--- src/hw/rtl/value_to_false_color_map_defines.svh ---
// Assertion macros used by the false colour mapper RTL.
`ifndef VALUE_TO_FALSE_COLOR_MAP_DEFINES_SVH
`define VALUE_TO_FALSE_COLOR_MAP_DEFINES_SVH
`ifndef SYNTHESIS
`define VFC_ASSERT_IMPL(lbl, ck, rn, pre, post) \
  lbl: assert property (@(posedge ck) disable iff (!rn) (pre) |-> (post)) \
    else $error("vfc: assertion failed");
`define VFC_ASSERT_NEXT(lbl, ck, rn, pre, post) \
  lbl: assert property (@(posedge ck) disable iff (!rn) (pre) |=> (post)) \
    else $error("vfc: assertion failed");
`else
`define VFC_ASSERT_IMPL(lbl, ck, rn, pre, post)
`define VFC_ASSERT_NEXT(lbl, ck, rn, pre, post)
`endif
`endif

--- src/hw/rtl/vfc_pkg.sv ---
// Shared constants, types and colour anchor table of the false colour mapper.
`default_nettype none
package vfc_pkg;

  localparam int unsigned T_BITS = 16;
  localparam logic [16:0] T_ONE    = 17'd65536;
  localparam logic [16:0] T_HALF   = 17'd32768;
  localparam logic [16:0] T_BREAK1 = 17'd21627;
  localparam logic [16:0] T_BREAK2 = 17'd43254;

  typedef enum logic [1:0] {
    MODE_SEQUENTIAL = 2'd0,
    MODE_DIVERGING  = 2'd1,
    MODE_VIRIDIS    = 2'd2,
    MODE_SEQ_ALT    = 2'd3
  } map_mode_t;

  typedef enum logic [1:0] {
    REG_RANGE_LOW  = 2'd0,
    REG_RANGE_HIGH = 2'd1,
    REG_MAP_MODE   = 2'd2
  } cfg_reg_t;

  function automatic logic [7:0] anchor_chan(input logic [1:0] seg, input logic [1:0] ch);
    logic [7:0] v;
    case ({seg, ch})
      4'b0000: v = 8'd68;
      4'b0001: v = 8'd1;
      4'b0010: v = 8'd84;
      4'b0100: v = 8'd49;
      4'b0101: v = 8'd104;
      4'b0110: v = 8'd142;
      4'b1000: v = 8'd53;
      4'b1001: v = 8'd183;
      4'b1010: v = 8'd121;
      4'b1100: v = 8'd253;
      4'b1101: v = 8'd231;
      4'b1110: v = 8'd37;
      default: v = 8'd0;
    endcase
    return v;
  endfunction

  function automatic logic signed [9:0] anchor_step(input logic [1:0] seg,
                                                     input logic [1:0] ch);
    logic [1:0] nseg;
    nseg = 2'(seg + 2'd1);
    return $signed({2'b00, anchor_chan(nseg, ch)}) - $signed({2'b00, anchor_chan(seg, ch)});
  endfunction

endpackage
`default_nettype wire

--- src/hw/rtl/vfc_norm.sv ---
// Front stages: offset against range_low, span, and clamp classification.
`default_nettype none
module vfc_norm #(
  parameter int unsigned VALUE_BITS = 32
) (
  input  logic                  clk,
  input  logic                  rst_n,
  input  logic                  in_valid,
  output logic                  in_ready,
  input  logic [VALUE_BITS-1:0] sample,
  input  logic [VALUE_BITS-1:0] range_low,
  input  logic [VALUE_BITS-1:0] range_high,
  output logic                  out_valid,
  input  logic                  out_ready,
  output logic [VALUE_BITS-1:0] out_rem,
  output logic [VALUE_BITS-1:0] out_den,
  output logic                  out_one
);

  logic [1:0] v_r;
  logic [1:0] rdy;

  logic signed [VALUE_BITS:0] diff_r, diff_nxt;
  logic signed [VALUE_BITS:0] span_r, span_nxt;
  logic [VALUE_BITS-1:0] rem_r, rem_nxt;
  logic [VALUE_BITS-1:0] den_r, den_nxt;
  logic one_r, one_nxt;
  logic zero;

  assign rdy[1]   = ~v_r[1] | out_ready;
  assign rdy[0]   = ~v_r[0] | rdy[1];
  assign in_ready = rdy[0];

  always_comb begin
    diff_nxt = $signed({sample[VALUE_BITS-1], sample})
             - $signed({range_low[VALUE_BITS-1], range_low});
    span_nxt = $signed({range_high[VALUE_BITS-1], range_high})
             - $signed({range_low[VALUE_BITS-1], range_low});
  end

  always_comb begin
    zero    = span_r[VALUE_BITS] || (span_r == '0) || diff_r[VALUE_BITS] || (diff_r == '0);
    one_nxt = ~zero && (diff_r >= span_r);
    if (zero || one_nxt) begin
      rem_nxt = '0;
      den_nxt = VALUE_BITS'(1);
    end else begin
      rem_nxt = diff_r[VALUE_BITS-1:0];
      den_nxt = span_r[VALUE_BITS-1:0];
    end
  end

  always_ff @(posedge clk) begin
    if (!rst_n) begin
      v_r <= '0;
    end else begin
      if (rdy[0]) v_r[0] <= in_valid;
      if (rdy[1]) v_r[1] <= v_r[0];
    end
  end

  always_ff @(posedge clk) begin
    if (rdy[0]) begin
      diff_r <= diff_nxt;
      span_r <= span_nxt;
    end
    if (rdy[1]) begin
      rem_r <= rem_nxt;
      den_r <= den_nxt;
      one_r <= one_nxt;
    end
  end

  assign out_valid = v_r[1];
  assign out_rem   = rem_r;
  assign out_den   = den_r;
  assign out_one   = one_r;

endmodule
`default_nettype wire

--- src/hw/rtl/vfc_div_stage.sv ---
// One restoring division step: one quotient bit of the fraction per stage.
`default_nettype none
module vfc_div_stage #(
  parameter int unsigned VALUE_BITS = 32
) (
  input  logic                      clk,
  input  logic                      rst_n,
  input  logic                      in_valid,
  output logic                      in_ready,
  input  logic [VALUE_BITS-1:0]     in_rem,
  input  logic [VALUE_BITS-1:0]     in_den,
  input  logic [vfc_pkg::T_BITS-1:0] in_q,
  input  logic                      in_one,
  output logic                      out_valid,
  input  logic                      out_ready,
  output logic [VALUE_BITS-1:0]     out_rem,
  output logic [VALUE_BITS-1:0]     out_den,
  output logic [vfc_pkg::T_BITS-1:0] out_q,
  output logic                      out_one
);
  import vfc_pkg::*;

  logic v_r;
  logic [VALUE_BITS-1:0] rem_r, rem_nxt;
  logic [VALUE_BITS-1:0] den_r;
  logic [T_BITS-1:0] q_r, q_nxt;
  logic one_r;
  logic [VALUE_BITS:0] rem2;
  logic [VALUE_BITS+1:0] sub;
  logic ge;

  assign in_ready = ~v_r | out_ready;

  always_comb begin
    rem2    = {in_rem, 1'b0};
    sub     = {1'b0, rem2} - {2'b00, in_den};
    ge      = ~sub[VALUE_BITS+1];
    rem_nxt = ge ? sub[VALUE_BITS-1:0] : rem2[VALUE_BITS-1:0];
    q_nxt   = {in_q[T_BITS-2:0], ge};
  end

  always_ff @(posedge clk) begin
    if (!rst_n) begin
      v_r <= 1'b0;
    end else if (in_ready) begin
      v_r <= in_valid;
    end
  end

  always_ff @(posedge clk) begin
    if (in_ready) begin
      rem_r <= rem_nxt;
      den_r <= in_den;
      q_r   <= q_nxt;
      one_r <= in_one;
    end
  end

  assign out_valid = v_r;
  assign out_rem   = rem_r;
  assign out_den   = den_r;
  assign out_q     = q_r;
  assign out_one   = one_r;

endmodule
`default_nettype wire

--- src/hw/rtl/vfc_color.sv ---
// Colour stages: segment select, channel products, truncate and saturate.
`default_nettype none
`include "value_to_false_color_map_defines.svh"
module vfc_color (
  input  logic                clk,
  input  logic                rst_n,
  input  logic                in_valid,
  output logic                in_ready,
  input  logic [16:0]         in_t,
  input  vfc_pkg::map_mode_t  mode,
  output logic                out_valid,
  input  logic                out_ready,
  output logic [7:0]          red,
  output logic [7:0]          green,
  output logic [7:0]          blue
);
  import vfc_pkg::*;

  typedef struct packed {
    logic       vir;
    logic       lo;
    logic [1:0] seg;
  } map_ctrl_t;

  logic [2:0] v_r;
  logic [2:0] rdy;

  map_ctrl_t ctl0_r, ctl0_nxt;
  map_ctrl_t ctl1_r;
  map_ctrl_t ctl2_r;
  logic [16:0] s_r, s_nxt;
  logic signed [27:0] prod_r [3];
  logic signed [27:0] prod_nxt [3];
  logic [7:0] base_r [3];
  logic [7:0] base_nxt [3];
  logic [7:0] chan [3];
  logic [7:0] red_r, green_r, blue_r;
  logic [7:0] red_nxt, blue_nxt;

  assign rdy[2]   = ~v_r[2] | out_ready;
  assign rdy[1]   = ~v_r[1] | rdy[2];
  assign rdy[0]   = ~v_r[0] | rdy[1];
  assign in_ready = rdy[0];

  // segment and interpolation fraction
  always_comb begin
    logic [16:0] d_half;
    logic [16:0] f_two;
    logic [16:0] base;
    logic [16:0] d_vir;
    logic [18:0] s_vir;
    d_half       = in_t - T_HALF;
    ctl0_nxt.lo  = in_t < T_HALF;
    ctl0_nxt.vir = (mode == MODE_VIRIDIS);
    f_two        = ctl0_nxt.lo ? {in_t[15:0], 1'b0} : (T_ONE - {d_half[15:0], 1'b0});
    if (in_t < T_BREAK1) begin
      ctl0_nxt.seg = 2'd0;
      base         = '0;
    end else if (in_t < T_BREAK2) begin
      ctl0_nxt.seg = 2'd1;
      base         = T_BREAK1;
    end else begin
      ctl0_nxt.seg = 2'd2;
      base         = T_BREAK2;
    end
    d_vir = in_t - base;
    s_vir = {2'b00, d_vir} * 19'd3;
    s_nxt = ctl0_nxt.vir ? s_vir[16:0] : f_two;
  end

  // channel products
  always_comb begin
    logic signed [9:0] coef;
    for (int c = 0; c < 3; c++) begin
      if (ctl0_r.vir) begin
        coef        = anchor_step(ctl0_r.seg, 2'(c));
        base_nxt[c] = anchor_chan(ctl0_r.seg, 2'(c));
      end else begin
        coef        = 10'sd255;
        base_nxt[c] = 8'd0;
      end
      prod_nxt[c] = $signed({1'b0, s_r}) * coef;
    end
  end

  // add anchor, truncate toward zero, saturate
  always_comb begin
    logic signed [27:0] total;
    for (int c = 0; c < 3; c++) begin
      total = prod_r[c] + $signed({4'b0000, base_r[c], 16'h0000});
      if (total[27]) begin
        chan[c] = 8'd0;
      end else if (|total[27:24]) begin
        chan[c] = 8'd255;
      end else begin
        chan[c] = total[23:16];
      end
    end
    red_nxt  = (ctl1_r.vir || ctl1_r.lo)  ? chan[0] : 8'd255;
    blue_nxt = (ctl1_r.vir || !ctl1_r.lo) ? chan[2] : 8'd255;
  end

  always_ff @(posedge clk) begin
    if (!rst_n) begin
      v_r <= '0;
    end else begin
      if (rdy[0]) v_r[0] <= in_valid;
      if (rdy[1]) v_r[1] <= v_r[0];
      if (rdy[2]) v_r[2] <= v_r[1];
    end
  end

  always_ff @(posedge clk) begin
    if (rdy[0]) begin
      ctl0_r <= ctl0_nxt;
      s_r    <= s_nxt;
    end
    if (rdy[1]) begin
      ctl1_r <= ctl0_r;
      for (int c = 0; c < 3; c++) begin
        prod_r[c] <= prod_nxt[c];
        base_r[c] <= base_nxt[c];
      end
    end
    if (rdy[2]) begin
      ctl2_r  <= ctl1_r;
      red_r   <= red_nxt;
      green_r <= chan[1];
      blue_r  <= blue_nxt;
    end
  end

  assign out_valid = v_r[2];
  assign red       = red_r;
  assign green     = green_r;
  assign blue      = blue_r;

  `VFC_ASSERT_IMPL(a_two_half_full, clk, rst_n, v_r[2] && !ctl2_r.vir, red_r == 8'd255 || blue_r == 8'd255)
  `VFC_ASSERT_IMPL(a_two_half_pair, clk, rst_n, v_r[2] && !ctl2_r.vir, red_r == green_r || green_r == blue_r)
  `VFC_ASSERT_IMPL(a_vir_seg0_blue, clk, rst_n, v_r[2] && ctl2_r.vir && ctl2_r.seg == 2'd0, blue_r >= 8'd84 && blue_r <= 8'd142)
  `VFC_ASSERT_NEXT(a_mid_hold, clk, rst_n, v_r[1] && !rdy[2], v_r[1])

endmodule
`default_nettype wire

--- src/hw/rtl/value_to_false_color_map.sv ---
// Top level of the false colour mapper: registers, divider chain, colour stages.
//
//  channel | dir | handshake               | word
//  in_     | in  | in_tvalid / in_tready   | tdata: sample_value
//  out_    | out | out_tvalid / out_tready | tdata: {blue, green, red}
//  cfg_    | in  | cfg_valid / cfg_ready   | cfg_index, cfg_data
//
// One word per clock in and out while out_tready stays high; the pipeline has two
// normalising stages, sixteen divider stages (one quotient bit each) and three colour stages.
// Reset clears every stage valid bit and the three registers to zero.
// Each stage holds its word only while the next is full and stalled, so bubbles
// are squeezed out and input is taken while a result waits at the output.
// cfg_ready is always high; write registers only while the pipeline is empty.
`default_nettype none
module value_to_false_color_map #(
  parameter int unsigned VALUE_BITS = 32,
  localparam int unsigned TDATA_BITS = ((VALUE_BITS + 7) / 8) * 8
) (
  input  logic                  clk,
  input  logic                  rst_n,
  input  logic                  in_tvalid,
  output logic                  in_tready,
  input  logic [TDATA_BITS-1:0] in_tdata,   // sample_value
  output logic                  out_tvalid,
  input  logic                  out_tready,
  output logic [23:0]           out_tdata,  // {blue, green, red}
  input  logic                  cfg_valid,
  output logic                  cfg_ready,
  input  logic [1:0]            cfg_index,
  input  logic [VALUE_BITS-1:0] cfg_data
);
  import vfc_pkg::*;

  logic [VALUE_BITS-1:0] range_low_r;
  logic [VALUE_BITS-1:0] range_high_r;
  map_mode_t             map_mode_r;

  logic [VALUE_BITS-1:0] rem_c [T_BITS+1];
  logic [VALUE_BITS-1:0] den_c [T_BITS+1];
  logic [T_BITS-1:0]     q_c   [T_BITS+1];
  logic [T_BITS:0]       one_c;
  logic [T_BITS:0]       v_c;
  logic [T_BITS:0]       r_c;

  logic [16:0] t_frac;
  logic [7:0]  red, green, blue;

  assign cfg_ready = 1'b1;

  always_ff @(posedge clk) begin
    if (!rst_n) begin
      range_low_r  <= '0;
      range_high_r <= '0;
      map_mode_r   <= MODE_SEQUENTIAL;
    end else if (cfg_valid) begin
      unique case (cfg_index)
        REG_RANGE_LOW:  range_low_r  <= cfg_data;
        REG_RANGE_HIGH: range_high_r <= cfg_data;
        REG_MAP_MODE:   map_mode_r   <= map_mode_t'(cfg_data[1:0]);
        default: ;
      endcase
    end
  end

  vfc_norm #(.VALUE_BITS(VALUE_BITS)) u_norm (
    .clk        (clk),
    .rst_n      (rst_n),
    .in_valid   (in_tvalid),
    .in_ready   (in_tready),
    .sample     (in_tdata[VALUE_BITS-1:0]),
    .range_low  (range_low_r),
    .range_high (range_high_r),
    .out_valid  (v_c[0]),
    .out_ready  (r_c[0]),
    .out_rem    (rem_c[0]),
    .out_den    (den_c[0]),
    .out_one    (one_c[0])
  );

  assign q_c[0] = '0;

  for (genvar i = 0; i < T_BITS; i++) begin : g_div
    vfc_div_stage #(.VALUE_BITS(VALUE_BITS)) u_step (
      .clk       (clk),
      .rst_n     (rst_n),
      .in_valid  (v_c[i]),
      .in_ready  (r_c[i]),
      .in_rem    (rem_c[i]),
      .in_den    (den_c[i]),
      .in_q      (q_c[i]),
      .in_one    (one_c[i]),
      .out_valid (v_c[i+1]),
      .out_ready (r_c[i+1]),
      .out_rem   (rem_c[i+1]),
      .out_den   (den_c[i+1]),
      .out_q     (q_c[i+1]),
      .out_one   (one_c[i+1])
    );
  end

  assign t_frac = one_c[T_BITS] ? T_ONE : {1'b0, q_c[T_BITS]};

  vfc_color u_color (
    .clk       (clk),
    .rst_n     (rst_n),
    .in_valid  (v_c[T_BITS]),
    .in_ready  (r_c[T_BITS]),
    .in_t      (t_frac),
    .mode      (map_mode_r),
    .out_valid (out_tvalid),
    .out_ready (out_tready),
    .red       (red),
    .green     (green),
    .blue      (blue)
  );

  assign out_tdata = {blue, green, red};

endmodule
`default_nettype wire
--- config.mk ---
export PLATFORM = sky130hd
export DESIGN_NAME = value_to_false_color_map
export DESIGN_NICKNAME = d
export VERILOG_FILES = /design/src/hw/rtl/vfc_pkg.sv /design/src/hw/rtl/vfc_norm.sv /design/src/hw/rtl/vfc_div_stage.sv /design/src/hw/rtl/vfc_color.sv /design/src/hw/rtl/value_to_false_color_map.sv
export VERILOG_INCLUDE_DIRS = /design/src /design/src/hw/rtl
export SDC_FILE = /design/constraint.sdc
export NUM_CORES = 2
export LEC_CHECK = 0
export BUFFER_PORTS_ARGS = -buffer_cell sky130_fd_sc_hd__buf_4
export CORE_MARGIN = 2
export CORE_UTILIZATION = 65
export DETAILED_ROUTE_END_ITERATION = 10
export PLACE_DENSITY = 0.89
export SYNTH_ARGS = -nofsm -noshare
export SYNTH_HDL_FRONTEND = slang
export SYNTH_SLANG_ARGS = --single-unit
export TNS_END_PERCENT = 50
--- constraint.sdc ---
create_clock -name clk -period 10.8 [get_ports clk]
set_input_delay 0 -clock clk [delete_from_list [all_inputs] [get_ports clk]]
set_output_delay 0 -clock clk [all_outputs]
set_load 0.02 [all_outputs]
==> impl_metrics.toml <==
[worst_setup_path]
reg2reg_depth = 27
cp.required_ns = 11.33
r2r_start = "u_color.ctl0_r[0]$_SDFFCE_PP0P_"
critical_path.most_common_cell = "fa_1"
path_class = "reg2reg"
cp-start-kind = "register"
cpPeakStageDelay_ns = 0.56
end_kind = "register"
cp_max_fo = 17
crit_family = "adder cells"
cp_data_arrival_time_ns = 9.06
path_buf_inv = 3
r2r_slack_ns = 2.27
reg2reg_to = "u_color.prod_r[0][83]$_DFFE_PP_"
slowest_stage = "nand2_1"

[timing]
drv_slew = 0
worst_pin_slew_ns = 1.362
fmax_mhz = 117.2
period_minus_slack_ns = 8.530
setup_violations = 0
final_hold_viol_count = 0
holdWs_ns = 0.04450
finalSetupTns_ns = 0
skew_ns = 0.04931
relSlewSlack_pct = 9.168
rsz0062_at_grt = "no"
finalCritPeriodShare_pct = 78.98

[synthesis]
synth_cell_types = 89
synth-edff-count = 1337
seq_area_frac_synth_pct = 43.62
synth_area_sq_um = 96030
netlist_instances = 8863
yosysMostFrequentCell = "edfxtp_1"
synth_warnings = 0
synth_ff_type = "edfxtp_1"
synth.largest_area_cell = "edfxtp_1"
synth_commonest_cells = "1337 x edfxtp_1, 1188 x inv_1, 890 x ha_1, 710 x nand2_1, 531 x a21oi_1"
synth_top_area_share_pct = 41.81
avgSynthCellArea_sq_um = 10.83
syn_nets = 10200
yosys-top-cells-area = "edfxtp_1 42%, ha_1 12%, fa_1 7.8%, inv_1 4.6%, xnor2_1 3.3%"
yosys_register_bits = 1424
async_flop_share_pct = 0

[clock_network]
cts_sinks = 1424
clock-root-buffer = "clkbuf_16"
cts-buffers-inserted = 151
post_cts_buffers = 0
clk_pin_slew_ns = 0.06
ctsHtreeMaxLevel = 4
cts.path.max_buffers = 3
insertion_delay_ns = 0.82
cts_tree = "done"

[global_route]
grt-ovfl-total = 0
grt_usage_pct = 28.70
grt_pass1_vias = 70670
grt_start_max_net_pins = 88
grt_first_pass_wirelength_mm = 354.2
antenna_found_initial = 2

[drt]
ant_nets = 0
vias_per_cell = 6.055
drc = 2
wirelength_mm = 214.9
first_pass_iters = 11
wire_per_inst_um = 19.23
first_iter_violations = 5449
vias = 67660

[placement]
dpl_cell_area_sq_um = 98930
gp_congestion = 0.9302
dp.cells = 10760
dpl.hpwl_mm = 153.7
io_buffers = 96

[min_path]
holdPathStages = 4
hold_end = "range_low_r[5]$_SDFFE_PN0P_"
hold_class = "in2reg"
worstHoldStart = "cfg_data[5]"

[run]
timing.max_cap.violations = 0

[final_layout]
final_cell_count_no_fill = 11170
final_layout_size_suffix_gt1_share_pct = 5.615
fillerInstances = 9398
finalNetCount = 10460
finalInstanceArea_sq_um = 105300
areaGrowthSynthToFinish_pct = 9.628

[run_status]
status = "finished with violations"
violations = "design-rule violations"

[die]
initial_core_util_pct = 65.26
fp.coreArea_sq_um = 147100
dieArea_sq_um = 150800
row_count = 141
pin_count = 98
die_h_um = 388.4
dieWidth_um = 388.4
==> repair_timing <==
action                    in CTS  in global routing
resized for setup              0                  0
hold endpoints to repair     120                  0
hold buffers                 142                  0
==> worst min-delay path: stages <==
cell	delay, ns
dlygate4sd3_1	0.54
buf_4	0.14
nand2_1	0.05
a21boi_0	0.07
==> kinds of logic after synthesis <==
| kind of cell | share of synthesized area, % |
|---|---|
| AOI/OAI and AO/OA | 12.15 |
| xor gates and xnor gates | 4.860 |
| adders and majority gates | 19.41 |
| buffers and inverters | 5.475 |
| DFF | 43.62 |
| muxes | 3.953 |
| other | 0.003905 |
| and+or+nand+nor | 10.52 |
==> layout make-up <==
type                       instances  area, sq um  area share, %
multi-input combinational       6057        49000          46.55
clock buffer                     183         3920          3.724
timing repair buffer             294         2562          2.434
tap                             1930         2415          2.294
clock inverter                    91        994.7         0.9449
sequential                      1424        41890          39.79
antenna                            1        2.502       0.002377
inverter                        1194         4482          4.257
==> stage by stage <==
stage | setup slack [ns] | util (%)
floorplan | 2.865 | -
global placement | 2.578 | 67.24
detailed placement | 2.356 | 67.24
CTS | 2.346 | 71.55
global route | 1.940 | 71.55
finish | 2.270 | 71.55
==> worst max-delay path by stage <==
| stage | to | cells past startpoint | slack (ns) | start |
|---|---|---|---|---|
| after floorplan | u_norm.diff_r[0]$_DFFE_PP_ | 13 | 2.87 | u_color.v_r[2]$_SDFFE_PN0P_ |
| after global placement | u_color.prod_r[0][83]$_DFFE_PP_ | 27 | 2.58 | u_color.ctl0_r[0]$_SDFFCE_PP0P_ |
| after detailed placement | u_color.prod_r[0][83]$_DFFE_PP_ | 27 | 2.36 | u_color.ctl0_r[0]$_SDFFCE_PP0P_ |
| after CTS | u_color.prod_r[0][83]$_DFFE_PP_ | 27 | 2.35 | u_color.ctl0_r[0]$_SDFFCE_PP0P_ |
| after global routing | u_color.prod_r[0][83]$_DFFE_PP_ | 27 | 1.94 | u_color.ctl0_r[1]$_SDFFCE_PP0P_ |
| final | u_color.prod_r[0][83]$_DFFE_PP_ | 27 | 2.27 | u_color.ctl0_r[0]$_SDFFCE_PP0P_ |
==> registers in the layout, summed over array words and instances (netlist names) <==
| signal | cells |
|---|---|
| range_low_r | 32 |
| range_high_r | 32 |
| u_norm.span_r | 33 |
| g_div.u_step.out_rem | 480 |
| u_color.blue | 8 |
| u_norm.diff_r | 33 |
| u_color.red | 8 |
| u_norm.v_r | 2 |
| u_color.v_r | 3 |
| u_color.s_r | 17 |
| u_color.green | 8 |
| g_div.u_step.out_one | 16 |
| u_color.prod_r | 36 |
| u_color.ctl0_r | 4 |
| u_norm.out_den | 32 |
| u_color.ctl1_r | 2 |
| u_norm.out_rem | 32 |
| map_mode_r | 2 |
| g_div.u_step.out_q | 136 |
| g_div.u_step.out_valid | 16 |
| u_norm.out_one | 1 |
| g_div.u_step.out_den | 480 |
| u_color.base_r | 11 |
==> layer usage <==
layer / up-vias / track usage (%) / share of wire, %
met3: 706 / 4.656 / 6.0
met5: - / 0 / 0
li1: 31450 / - / -
met2: 2541 / 51.36 / 51
met1: 32970 / 34.39 / 39
met4: 0 / 11.72 / 4.0
==> cell usage in the layout, fill, tap and decap left out, types with 220 or more instances in the layout <==
master / instances
a21o_1: 286
a21oi_1: 530
and2_1: 227
edfxtp_1: 1337
fa_1: 375
ha_1: 890
inv_1: 1181
mux2_1: 251
nand2_1: 704
nor2_1: 475
o21ai_0: 220
xnor2_1: 365
Power is left out: the tool's default activity adds up to more than one toggle a clock period on the data nets, which glitch-free logic cannot reach.
